`src/sv/priority_scheduler_with_aging_macros.svh`:
```
// Assertion helpers for the scheduler datapath (psa_dp).
`ifndef PRIORITY_SCHEDULER_WITH_AGING_MACROS_SVH
`define PRIORITY_SCHEDULER_WITH_AGING_MACROS_SVH

`ifndef SYNTH
`define PSA_ASSERT_IMPL(label, clk, rst_n, ante, cons) \
    label: assert property (@(posedge clk) disable iff (!rst_n) (ante) |-> (cons)) \
        else $error("psa check failed");
`define PSA_ASSERT_NEXT(label, clk, rst_n, ante, cons) \
    label: assert property (@(posedge clk) disable iff (!rst_n) (ante) |=> (cons)) \
        else $error("psa check failed");
`else
`define PSA_ASSERT_IMPL(label, clk, rst_n, ante, cons)
`define PSA_ASSERT_NEXT(label, clk, rst_n, ante, cons)
`endif

`endif

```
`src/sv/psa_pkg.sv`:
```
package psa_pkg;

    localparam int MAX_JOBS_DEF = 32;
    localparam int LEVELS_DEF   = 4;
    localparam int ID_W         = 5;
    localparam int ID_SPACE     = 32;
    localparam int PRIO_W       = 3;
    localparam int RT_W         = 8;
    localparam int TIME_W       = 14;
    localparam int THR_W        = 4;

    localparam logic [THR_W-1:0]  WAIT_MAX     = 4'd15;
    localparam logic [THR_W-1:0]  THR_RESET    = 4'd5;
    localparam logic [TIME_W-1:0] CUTOFF_RESET = 14'd99;
    localparam logic [TIME_W-1:0] TIME_MAX     = 14'h3FFF;

    localparam logic CMD_ARRIVE = 1'b0;
    localparam logic CMD_TICK   = 1'b1;

    localparam logic REG_THRESHOLD = 1'b0;
    localparam logic REG_CUTOFF    = 1'b1;

    typedef struct packed {
        logic              command;
        logic [ID_W-1:0]   job_id;
        logic [PRIO_W-1:0] job_priority;
        logic [RT_W-1:0]   job_runtime;
    } in_word_t;

    typedef struct packed {
        logic [TIME_W-1:0] tick_time;
        logic              cpu_busy;
        logic [ID_W-1:0]   running_job;
        logic              job_started;
        logic              job_completed;
    } out_word_t;

    typedef enum logic [3:0] {
        ST_IDLE,
        ST_PICK_RD,
        ST_PICK_WB,
        ST_RUN,
        ST_AGE_RD,
        ST_AGE_WB,
        ST_PROM_RD,
        ST_PROM_WB,
        ST_FIN
    } state_t;

    typedef struct packed {
        logic arrive;
        logic tick_start;
        logic pick_rd;
        logic pick_wb;
        logic run;
        logic age_rd;
        logic age_wb;
        logic age_next_lv;
        logic prom_rd;
        logic prom_wb;
        logic prom_next_lv;
        logic out_load;
    } dp_cmd_t;

    typedef struct packed {
        logic is_tick;
        logic need_pick;
        logic age_more;
        logic prom_more;
        logic lv_last;
        logic out_free;
    } dp_stat_t;

endpackage

```
`src/sv/priority_scheduler_with_aging.sv`:
```
// channel  dir  handshake                 payload
// s_       in   s_valid / s_ready         in_word_t: command, job, priority, runtime
// m_       out  m_valid / m_ready         out_word_t: one word per tick
// apb      in   psel / penable / pwrite   0x0 aging_threshold, 0x4 arrival_cutoff
//
// Arrival: accepted in the idle state. Tick: pick (CPU idle, job queued), run, aging
// over queued entries, promotion over levels 2 and below (each entry read from the RAM,
// then updated), output load. Synchronous active-low reset empties all levels.
// A pending m_ word holds the next tick at its last step; arrivals still go in.
module priority_scheduler_with_aging #(
    parameter int MAX_JOBS = psa_pkg::MAX_JOBS_DEF,
    parameter int LEVELS   = psa_pkg::LEVELS_DEF
) (
    input  logic               aclk,
    input  logic               aresetn,
    input  logic               s_valid,
    output logic               s_ready,
    input  psa_pkg::in_word_t  s_data,
    output logic               m_valid,
    input  logic               m_ready,
    output psa_pkg::out_word_t m_data,
    input  logic               psel,
    input  logic               penable,
    input  logic               pwrite,
    input  logic [2:0]         paddr,
    input  logic [31:0]        pwdata,
    output logic [31:0]        prdata,
    output logic               pready
);
    import psa_pkg::*;

    logic [THR_W-1:0]  thr_reg;
    logic [TIME_W-1:0] cutoff_reg;
    dp_cmd_t           cmd;
    dp_stat_t          stat;
    logic              cfg_wr;

    assign pready = 1'b1;
    assign cfg_wr = psel && penable && pwrite;

    always_ff @(posedge aclk) begin
        if (!aresetn) begin
            thr_reg    <= THR_RESET;
            cutoff_reg <= CUTOFF_RESET;
        end else if (cfg_wr) begin
            if (paddr[2] == REG_THRESHOLD) begin
                thr_reg <= pwdata[THR_W-1:0];
            end else begin
                cutoff_reg <= pwdata[TIME_W-1:0];
            end
        end
    end

    assign prdata = (paddr[2] == REG_CUTOFF) ? {{(32-TIME_W){1'b0}}, cutoff_reg}
                                             : {{(32-THR_W){1'b0}}, thr_reg};

    psa_ctrl u_ctrl (
        .aclk    (aclk),
        .aresetn (aresetn),
        .s_valid (s_valid),
        .s_ready (s_ready),
        .stat    (stat),
        .cmd     (cmd)
    );

    psa_dp #(
        .MAX_JOBS (MAX_JOBS),
        .LEVELS   (LEVELS)
    ) u_dp (
        .aclk            (aclk),
        .aresetn         (aresetn),
        .s_data          (s_data),
        .aging_threshold (thr_reg),
        .arrival_cutoff  (cutoff_reg),
        .cmd             (cmd),
        .stat            (stat),
        .m_valid         (m_valid),
        .m_ready         (m_ready),
        .m_data          (m_data)
    );

endmodule

```
`src/sv/psa_ram.sv`:
```
module psa_ram #(
    parameter int WIDTH = 5,
    parameter int DEPTH = 128
) (
    input  logic                     aclk,
    input  logic                     we,
    input  logic [$clog2(DEPTH)-1:0] waddr,
    input  logic [WIDTH-1:0]         wdata,
    input  logic [$clog2(DEPTH)-1:0] raddr,
    output logic [WIDTH-1:0]         rdata
);

    logic [WIDTH-1:0] mem_reg [DEPTH];
    logic [WIDTH-1:0] rdata_reg;

    always_ff @(posedge aclk) begin
        if (we) begin
            mem_reg[waddr] <= wdata;
        end
        rdata_reg <= mem_reg[raddr];
    end

    assign rdata = rdata_reg;

endmodule

```
`src/sv/psa_ctrl.sv`:
```
module psa_ctrl (
    input  logic              aclk,
    input  logic              aresetn,
    input  logic              s_valid,
    output logic              s_ready,
    input  psa_pkg::dp_stat_t stat,
    output psa_pkg::dp_cmd_t  cmd
);
    import psa_pkg::*;

    state_t state_reg;
    state_t state_next;

    always_ff @(posedge aclk) begin
        if (!aresetn) begin
            state_reg <= ST_IDLE;
        end else begin
            state_reg <= state_next;
        end
    end

    always_comb begin
        state_next = state_reg;
        unique case (state_reg)
            ST_IDLE: begin
                if (s_valid && stat.is_tick) begin
                    state_next = stat.need_pick ? ST_PICK_RD : ST_RUN;
                end
            end
            ST_PICK_RD: state_next = ST_PICK_WB;
            ST_PICK_WB: state_next = ST_RUN;
            ST_RUN:     state_next = ST_AGE_RD;
            ST_AGE_RD: begin
                if (stat.age_more) begin
                    state_next = ST_AGE_WB;
                end else if (stat.lv_last) begin
                    state_next = ST_PROM_RD;
                end
            end
            ST_AGE_WB: state_next = ST_AGE_RD;
            ST_PROM_RD: begin
                if (stat.prom_more) begin
                    state_next = ST_PROM_WB;
                end else if (stat.lv_last) begin
                    state_next = ST_FIN;
                end
            end
            ST_PROM_WB: state_next = ST_PROM_RD;
            ST_FIN: begin
                if (stat.out_free) begin
                    state_next = ST_IDLE;
                end
            end
            default: state_next = ST_IDLE;
        endcase
    end

    always_comb begin
        cmd     = '0;
        s_ready = 1'b0;
        unique case (state_reg)
            ST_IDLE: begin
                s_ready         = 1'b1;
                cmd.tick_start  = s_valid && stat.is_tick;
                cmd.arrive      = s_valid && !stat.is_tick;
            end
            ST_PICK_RD: cmd.pick_rd = 1'b1;
            ST_PICK_WB: cmd.pick_wb = 1'b1;
            ST_RUN:     cmd.run     = 1'b1;
            ST_AGE_RD: begin
                cmd.age_rd      = stat.age_more;
                cmd.age_next_lv = !stat.age_more;
            end
            ST_AGE_WB:  cmd.age_wb = 1'b1;
            ST_PROM_RD: begin
                cmd.prom_rd      = stat.prom_more;
                cmd.prom_next_lv = !stat.prom_more && !stat.lv_last;
            end
            ST_PROM_WB: cmd.prom_wb  = 1'b1;
            ST_FIN:     cmd.out_load = stat.out_free;
            default:    cmd = '0;
        endcase
    end

endmodule

```
`src/sv/psa_dp.sv`:
```
`include "priority_scheduler_with_aging_macros.svh"

module psa_dp #(
    parameter int MAX_JOBS = psa_pkg::MAX_JOBS_DEF,
    parameter int LEVELS   = psa_pkg::LEVELS_DEF
) (
    input  logic                        aclk,
    input  logic                        aresetn,
    input  psa_pkg::in_word_t           s_data,
    input  logic [psa_pkg::THR_W-1:0]   aging_threshold,
    input  logic [psa_pkg::TIME_W-1:0]  arrival_cutoff,
    input  psa_pkg::dp_cmd_t            cmd,
    output psa_pkg::dp_stat_t           stat,
    output logic                        m_valid,
    input  logic                        m_ready,
    output psa_pkg::out_word_t          m_data
);
    import psa_pkg::*;

    localparam int PW = (MAX_JOBS > 1) ? $clog2(MAX_JOBS) : 1;
    localparam int CW = $clog2(MAX_JOBS + 1);
    localparam int LW = $clog2(LEVELS);
    localparam int AW = LW + PW;
    localparam logic [CW-1:0] CNT_MAX = CW'(MAX_JOBS);
    localparam logic [LW-1:0] LV_LAST = LW'(LEVELS - 1);

    function automatic logic [PW-1:0] wrap_ptr(input logic [PW:0] s);
        logic [PW:0] r;
        r = (s >= (PW+1)'(MAX_JOBS)) ? s - (PW+1)'(MAX_JOBS) : s;
        return r[PW-1:0];
    endfunction

    logic [PW-1:0]    head_reg  [LEVELS];
    logic [PW-1:0]    head_next [LEVELS];
    logic [CW-1:0]    count_reg [LEVELS];
    logic [CW-1:0]    count_next[LEVELS];
    logic [THR_W-1:0] wait_reg  [ID_SPACE];
    logic [THR_W-1:0] wait_next [ID_SPACE];
    logic [RT_W-1:0]  rt_reg    [ID_SPACE];

    logic              busy_reg;
    logic [ID_W-1:0]   cur_reg;
    logic [RT_W-1:0]   quanta_reg;
    logic [TIME_W-1:0] time_reg;
    logic              started_reg;
    logic              res_busy_reg;
    logic              res_done_reg;
    logic [LW-1:0]     lv_reg;
    logic [CW-1:0]     k_reg;
    logic [CW-1:0]     n_reg;
    logic              m_valid_reg;
    out_word_t         m_data_reg;

    logic [LW-1:0]   sel_lv;
    logic            any_queued;
    logic [LW-1:0]   arr_lv;
    logic            arr_ok;
    logic            promote;
    logic [LW-1:0]   dst_lv;
    logic [ID_W-1:0] rd_id;
    logic [RT_W-1:0] quanta_dec;

    logic          ram_we;
    logic [AW-1:0] ram_waddr;
    logic [ID_W-1:0] ram_wdata;
    logic [AW-1:0] ram_raddr;
    logic [ID_W-1:0] ram_rdata;

    psa_ram #(
        .WIDTH (ID_W),
        .DEPTH (1 << AW)
    ) u_ram (
        .aclk  (aclk),
        .we    (ram_we),
        .waddr (ram_waddr),
        .wdata (ram_wdata),
        .raddr (ram_raddr),
        .rdata (ram_rdata)
    );

    assign rd_id = ram_rdata;

    always_comb begin
        sel_lv     = '0;
        any_queued = 1'b0;
        for (int i = LEVELS - 1; i >= 0; i--) begin
            if (count_reg[i] != '0) begin
                sel_lv     = LW'(i);
                any_queued = 1'b1;
            end
        end
    end

    always_comb begin
        if (s_data.job_priority == '0) begin
            arr_lv = '0;
        end else if ({1'b0, s_data.job_priority} > 4'(LEVELS)) begin
            arr_lv = LV_LAST;
        end else begin
            arr_lv = LW'(s_data.job_priority - 1'b1);
        end
    end

    assign arr_ok = (time_reg <= arrival_cutoff) && (count_reg[arr_lv] < CNT_MAX);

    assign promote = (wait_reg[rd_id] >= aging_threshold)
                  && (count_reg[lv_reg - 1'b1] < CNT_MAX);
    assign dst_lv  = promote ? lv_reg - 1'b1 : lv_reg;

    always_comb begin
        ram_we    = 1'b0;
        ram_waddr = {arr_lv, wrap_ptr((PW+1)'(head_reg[arr_lv]) + (PW+1)'(count_reg[arr_lv]))};
        ram_wdata = s_data.job_id;
        if (cmd.arrive) begin
            ram_we = arr_ok;
        end else if (cmd.prom_wb) begin
            ram_we    = 1'b1;
            ram_waddr = {dst_lv,
                         wrap_ptr((PW+1)'(head_reg[dst_lv]) + (PW+1)'(count_reg[dst_lv]))};
            ram_wdata = rd_id;
        end
    end

    always_comb begin
        if (cmd.pick_rd) begin
            ram_raddr = {sel_lv, head_reg[sel_lv]};
        end else if (cmd.age_rd) begin
            ram_raddr = {lv_reg, wrap_ptr((PW+1)'(head_reg[lv_reg]) + (PW+1)'(k_reg))};
        end else begin
            ram_raddr = {lv_reg, head_reg[lv_reg]};
        end
    end

    always_comb begin
        head_next  = head_reg;
        count_next = count_reg;
        wait_next  = wait_reg;
        if (cmd.arrive && arr_ok) begin
            count_next[arr_lv]       = count_reg[arr_lv] + 1'b1;
            wait_next[s_data.job_id] = '0;
        end
        if (cmd.pick_wb) begin
            head_next[sel_lv]  = wrap_ptr((PW+1)'(head_reg[sel_lv]) + 1'b1);
            count_next[sel_lv] = count_reg[sel_lv] - 1'b1;
        end
        if (cmd.age_wb && wait_reg[rd_id] != WAIT_MAX) begin
            wait_next[rd_id] = wait_reg[rd_id] + 1'b1;
        end
        if (cmd.prom_wb) begin
            head_next[lv_reg] = wrap_ptr((PW+1)'(head_reg[lv_reg]) + 1'b1);
            if (promote) begin
                count_next[lv_reg]        = count_reg[lv_reg] - 1'b1;
                count_next[lv_reg - 1'b1] = count_reg[lv_reg - 1'b1] + 1'b1;
                wait_next[rd_id]          = '0;
            end
        end
    end

    assign quanta_dec = quanta_reg - 1'b1;

    always_ff @(posedge aclk) begin
        if (!aresetn) begin
            for (int i = 0; i < LEVELS; i++) begin
                head_reg[i]  <= '0;
                count_reg[i] <= '0;
            end
            for (int i = 0; i < ID_SPACE; i++) begin
                wait_reg[i] <= '0;
            end
            busy_reg     <= 1'b0;
            cur_reg      <= '0;
            quanta_reg   <= '0;
            time_reg     <= '0;
            started_reg  <= 1'b0;
            res_busy_reg <= 1'b0;
            res_done_reg <= 1'b0;
            lv_reg       <= '0;
            k_reg        <= '0;
            n_reg        <= '0;
            m_valid_reg  <= 1'b0;
        end else begin
            head_reg  <= head_next;
            count_reg <= count_next;
            wait_reg  <= wait_next;
            if (cmd.tick_start) begin
                started_reg <= 1'b0;
                lv_reg      <= '0;
                k_reg       <= '0;
            end
            if (cmd.pick_wb) begin
                cur_reg     <= rd_id;
                quanta_reg  <= rt_reg[rd_id];
                busy_reg    <= 1'b1;
                started_reg <= 1'b1;
            end
            if (cmd.run) begin
                res_busy_reg <= busy_reg;
                res_done_reg <= busy_reg && (quanta_dec == '0);
                if (busy_reg) begin
                    quanta_reg <= quanta_dec;
                    busy_reg   <= (quanta_dec != '0);
                end
            end
            if (cmd.age_wb) begin
                k_reg <= k_reg + 1'b1;
            end
            if (cmd.age_next_lv) begin
                k_reg <= '0;
                if (lv_reg == LV_LAST) begin
                    lv_reg <= LW'(1);
                    n_reg  <= count_reg[1];
                end else begin
                    lv_reg <= lv_reg + 1'b1;
                end
            end
            if (cmd.prom_wb) begin
                n_reg <= n_reg - 1'b1;
            end
            if (cmd.prom_next_lv) begin
                lv_reg <= lv_reg + 1'b1;
                n_reg  <= count_reg[lv_reg + 1'b1];
            end
            if (cmd.out_load) begin
                m_valid_reg <= 1'b1;
                if (time_reg != TIME_MAX) begin
                    time_reg <= time_reg + 1'b1;
                end
            end else if (m_ready) begin
                m_valid_reg <= 1'b0;
            end
        end
    end

    always_ff @(posedge aclk) begin
        if (cmd.arrive && arr_ok) begin
            rt_reg[s_data.job_id] <= s_data.job_runtime;
        end
        if (cmd.out_load) begin
            m_data_reg.tick_time     <= time_reg;
            m_data_reg.cpu_busy      <= res_busy_reg;
            m_data_reg.running_job   <= res_busy_reg ? cur_reg : '0;
            m_data_reg.job_started   <= res_busy_reg && started_reg;
            m_data_reg.job_completed <= res_done_reg;
        end
    end

    assign stat.is_tick   = (s_data.command == CMD_TICK);
    assign stat.need_pick = !busy_reg && any_queued;
    assign stat.age_more  = (k_reg < count_reg[lv_reg]);
    assign stat.prom_more = (n_reg != '0);
    assign stat.lv_last   = (lv_reg == LV_LAST);
    assign stat.out_free  = !m_valid_reg || m_ready;

    assign m_valid = m_valid_reg;
    assign m_data  = m_data_reg;

    `PSA_ASSERT_IMPL(a_count_bound, aclk, aresetn, 1'b1, count_reg[0] <= CNT_MAX)
    `PSA_ASSERT_NEXT(a_pick_busy, aclk, aresetn, cmd.pick_wb, busy_reg)
    `PSA_ASSERT_IMPL(a_load_free, aclk, aresetn, cmd.out_load, !m_valid_reg || m_ready)
    `PSA_ASSERT_NEXT(a_time_step, aclk, aresetn, cmd.out_load && time_reg != TIME_MAX,
                     time_reg == $past(time_reg) + 1'b1)

endmodule
```
`config.mk`:
```
export PLATFORM = sky130hd
export DESIGN_NAME = priority_scheduler_with_aging
export DESIGN_NICKNAME = d
export VERILOG_FILES = /design/src/sv/psa_pkg.sv /design/src/sv/priority_scheduler_with_aging.sv /design/src/sv/psa_ram.sv /design/src/sv/psa_ctrl.sv /design/src/sv/psa_dp.sv
export VERILOG_INCLUDE_DIRS = /design/src /design/src/sv
export SDC_FILE = /design/constraint.sdc
export NUM_CORES = 2
export LEC_CHECK = 0
export BUFFER_PORTS_ARGS = -buffer_cell sky130_fd_sc_hd__buf_2
export CAP_MARGIN = 30
export CORE_ASPECT_RATIO = 1.4
export CORE_MARGIN = 4
export CORE_UTILIZATION = 37
export CTS_CLUSTER_DIAMETER = 80
export DETAILED_ROUTE_END_ITERATION = 8
export PLACE_DENSITY = 0.57
export SYNTH_ARGS = -nofsm -noshare
export SYNTH_HDL_FRONTEND = slang
export SYNTH_HIERARCHICAL = 1
export SYNTH_SLANG_ARGS = --single-unit
export TNS_END_PERCENT = 100
```
`constraint.sdc`:
```
create_clock -name aclk -period 13 [get_ports aclk]
set_input_delay 1.3 -clock aclk [delete_from_list [all_inputs] [get_ports aclk]]
set_output_delay 1.3 -clock aclk [all_outputs]
set_load 0.02 [all_outputs]
```
==> impl_results.md <==
- Number of global-route vias before repair: 32.34k
- Yosys Warn Count: 6
- First-pass GRT wire length: 219.2 mm
- Worst-Margin Slew: roughly 1.1 ns
- Die Wd: 326.9 um
- GRT Resource Usage Total: ~20%
- Largest register FFs: 640
- Clock skew: 0.02785 ns
- Total Wirelength: approximately 150 mm
- Vias/cell: slightly below 6
- Period minus WS final: 9.521 ns
- CP max stage cell: nor3_1
- Crit-path cells: buf_12 -> mux4_2 -> a22oi_1 -> nand4_1 -> ha_1 -> inv_1 -> o21ai_0 -> a31oi_1 -> nor2_2 -> mux4_2 -> ha_1 -> inv_1 -> fa_1 -> nor2b_1 -> o21ai_0 -> nor2b_1 -> nor3_1 -> mux2_2 -> or4_1 -> nand3_1 -> nor2b_1 -> nand3_1 -> nor3_1
- Period utilization: 73.24%
- Routability cong.: between 0.8 and 0.9
- Num CTS Buffers: 108
- Syn Inst Count: 3562
- Fin nets: 3713
- Post_cts resized: 0
- Drt drc: 0
- Core area: approximately 140000 um2
- CP Capture Type: flip-flop
- Levels on crit path: 23
- Iter 0 DRT Violations: 3202
- Largest vdd supply drop: 0.0002266 V
- Die Span Y: 454.5 um
- Hold depth: 2
- Fin. Hold Viols: 0
- Delay-heaviest family, CP: simple AND/OR/NAND/NOR gates
- Power Dens Cells: 195.5 nW/um2
- CP max FO: 45
- Total setup buffers inserted after CTS: 0
- Hold-fix buffers, CTS: 0
- Crit Path Category: reg2reg
- RSZ-0062 raised after global routing: no
- Area after DPL: 55220 um2
- Final setup TNS: 0 ns
- Die Footprint: 148600 um2
- Final setup violation count: 0
- HP Class: reg2reg
- IO Port Bufs: 76
- Vias: about 33k
- Mapped cell area: 52680 um2
- # IOs: approximately 120
- Antenna viol nets, final: 0
- Grt total ovfl: 0
- Max H-tree Level: 3
- Largest net degree at the start of global routing: between 100 and 150
- Achievable Freq: 105.0 MHz
- Initial antenna violation count: 8
- Syn_area_per_cell: 14.79 um2
- Status: completed
- Non-Filler Instances: 5590
- Final core utilization: a little over two fifths
- Worst Path Arrival: a little under 10 ns
- Maximum clock insertion buffer count: 3
- CTS tree: built
- # rows: approximately 160
- Relative slew slack: between 20% and 30%
- Final instance area: 58950 um2
- Max_cap viols: 0
- Pins Over Slew Limit: 0
- Clock sinks: 1163
- Starting density of the core: between 30% and 40%
- CP peak stage delay: 0.72 ns
- Layout cell share with drive strength beyond 1: between 20% and 30%
- Cell depth of the worst flop-to-flop path: 23
- Worst Path Buf+Inv: 3
- Dpl cells: ~5.4k
- Post-DR wirelength/cell: 26.54 um
- Layout area overhead: 11.90%
- Static leakage: 18.18 nW
- Root buffer cell: clkbuf_16
- CP required: between 10 and 15 ns
- Post-DP HPWL: ~99 mm
- Worst-path clk slew: about 0.070 ns
- Worst Setup Start Kind: flip-flop
- Clock Latency Late Sink: roughly 0.72 ns
- Most frequent CP cell: nor2b_1
- DR pass1 iterations: 8
-- per-layer routing --
layer / part of all wire (%) / track usage [%] / vias up
met4: 4.1 / 7.610 / 10
met2: 52 / 35.05 / 1271
met3: 6.3 / 3.035 / 336
met1: 38 / 24.13 / 16730
li1: - / - / 14240
met5: 0.044 / 0 / -
-- area by class of cell --
cell class / instances / area, um2
fillers: 12750 / 82180
flip-flops and latches: 1163 / 32480
multi-input cells: 2085 / 18980
clock buffers: 127 / 2835
well taps: 1897 / 2374
repair buffers: 161 / 1162
clock inverters: 75 / 814.5
inverters: 80 / 300.3
diodes: 2 / 5.005
-- where the power goes --
part           total [W]  internal (W)  switching, W
Sequential       0.00423       0.00408      0.000149
Clock            0.00329       0.00186       0.00142
Combinational    0.00401       0.00169       0.00232
Total             0.0115       0.00764       0.00389
-- stage by stage --
step	total power [W]	hold WS (ns)	worst slack, ns
after floorplan	0.007034	0.4093	5.965
after global placement	0.008288	0.4421	3.660
after detailed placement	0.008315	0.4489	3.555
after CTS	0.01161	0.4600	3.530
after global routing	0.01197	0.4838	2.948
final	0.01153	0.4566	3.479
-- placed cells by master, fill, tap and decap left out, types with 36 or more instances in the layout --
cell type	instances
ha_1	52
a22oi_1	52
nor3_1	37
clkbuf_16	109
o22ai_1	36
nand2_1	270
dfxtp_1	243
a31oi_1	49
mux4_2	335
buf_4	76
nand3_1	68
nor2_1	273
o32ai_1	62
buf_2	75
o21ai_0	94
inv_1	81
nor2b_1	40
a21oi_1	69
edfxtp_1	918
mux2i_1	45
-- worst register-to-register path, stage by stage, from the launching register on --
cell and delay, ns:
dfxtp_4 0.68, buf_12 0.43, mux4_2 0.61, a22oi_1 0.30, nand4_1 0.33, ha_1 0.39, inv_1 0.05, o21ai_0 0.62
a31oi_1 0.39, nor2_2 0.63, mux4_2 0.61, ha_1 0.25, inv_1 0.09, fa_1 0.21, nor2b_1 0.06, o21ai_0 0.27
nor2b_1 0.25, nor3_1 0.06, mux2_2 0.31, or4_1 0.47, nand3_1 0.45, nor2b_1 0.55, nand3_1 0.44, nor3_1 0.72
-- final timing paths --
kind	startpoint	slack (ns)	to
max	u_dp/u_ram/rdata[0]$_DFF_P_	3.48	u_dp/u_ram/mem_reg[84][1]$_DFFE_PP_
min reg2reg	u_dp/wait_reg[7]$_SDFF_PN0_	0.46	u_dp/wait_reg[7]$_SDFF_PN0_
min	u_dp/wait_reg[7]$_SDFF_PN0_	0.46	u_dp/wait_reg[7]$_SDFF_PN0_
max reg2reg	u_dp/u_ram/rdata[0]$_DFF_P_	3.48	u_dp/u_ram/mem_reg[84][1]$_DFFE_PP_
No activity file was read; power rests on OpenSTA's default activity.
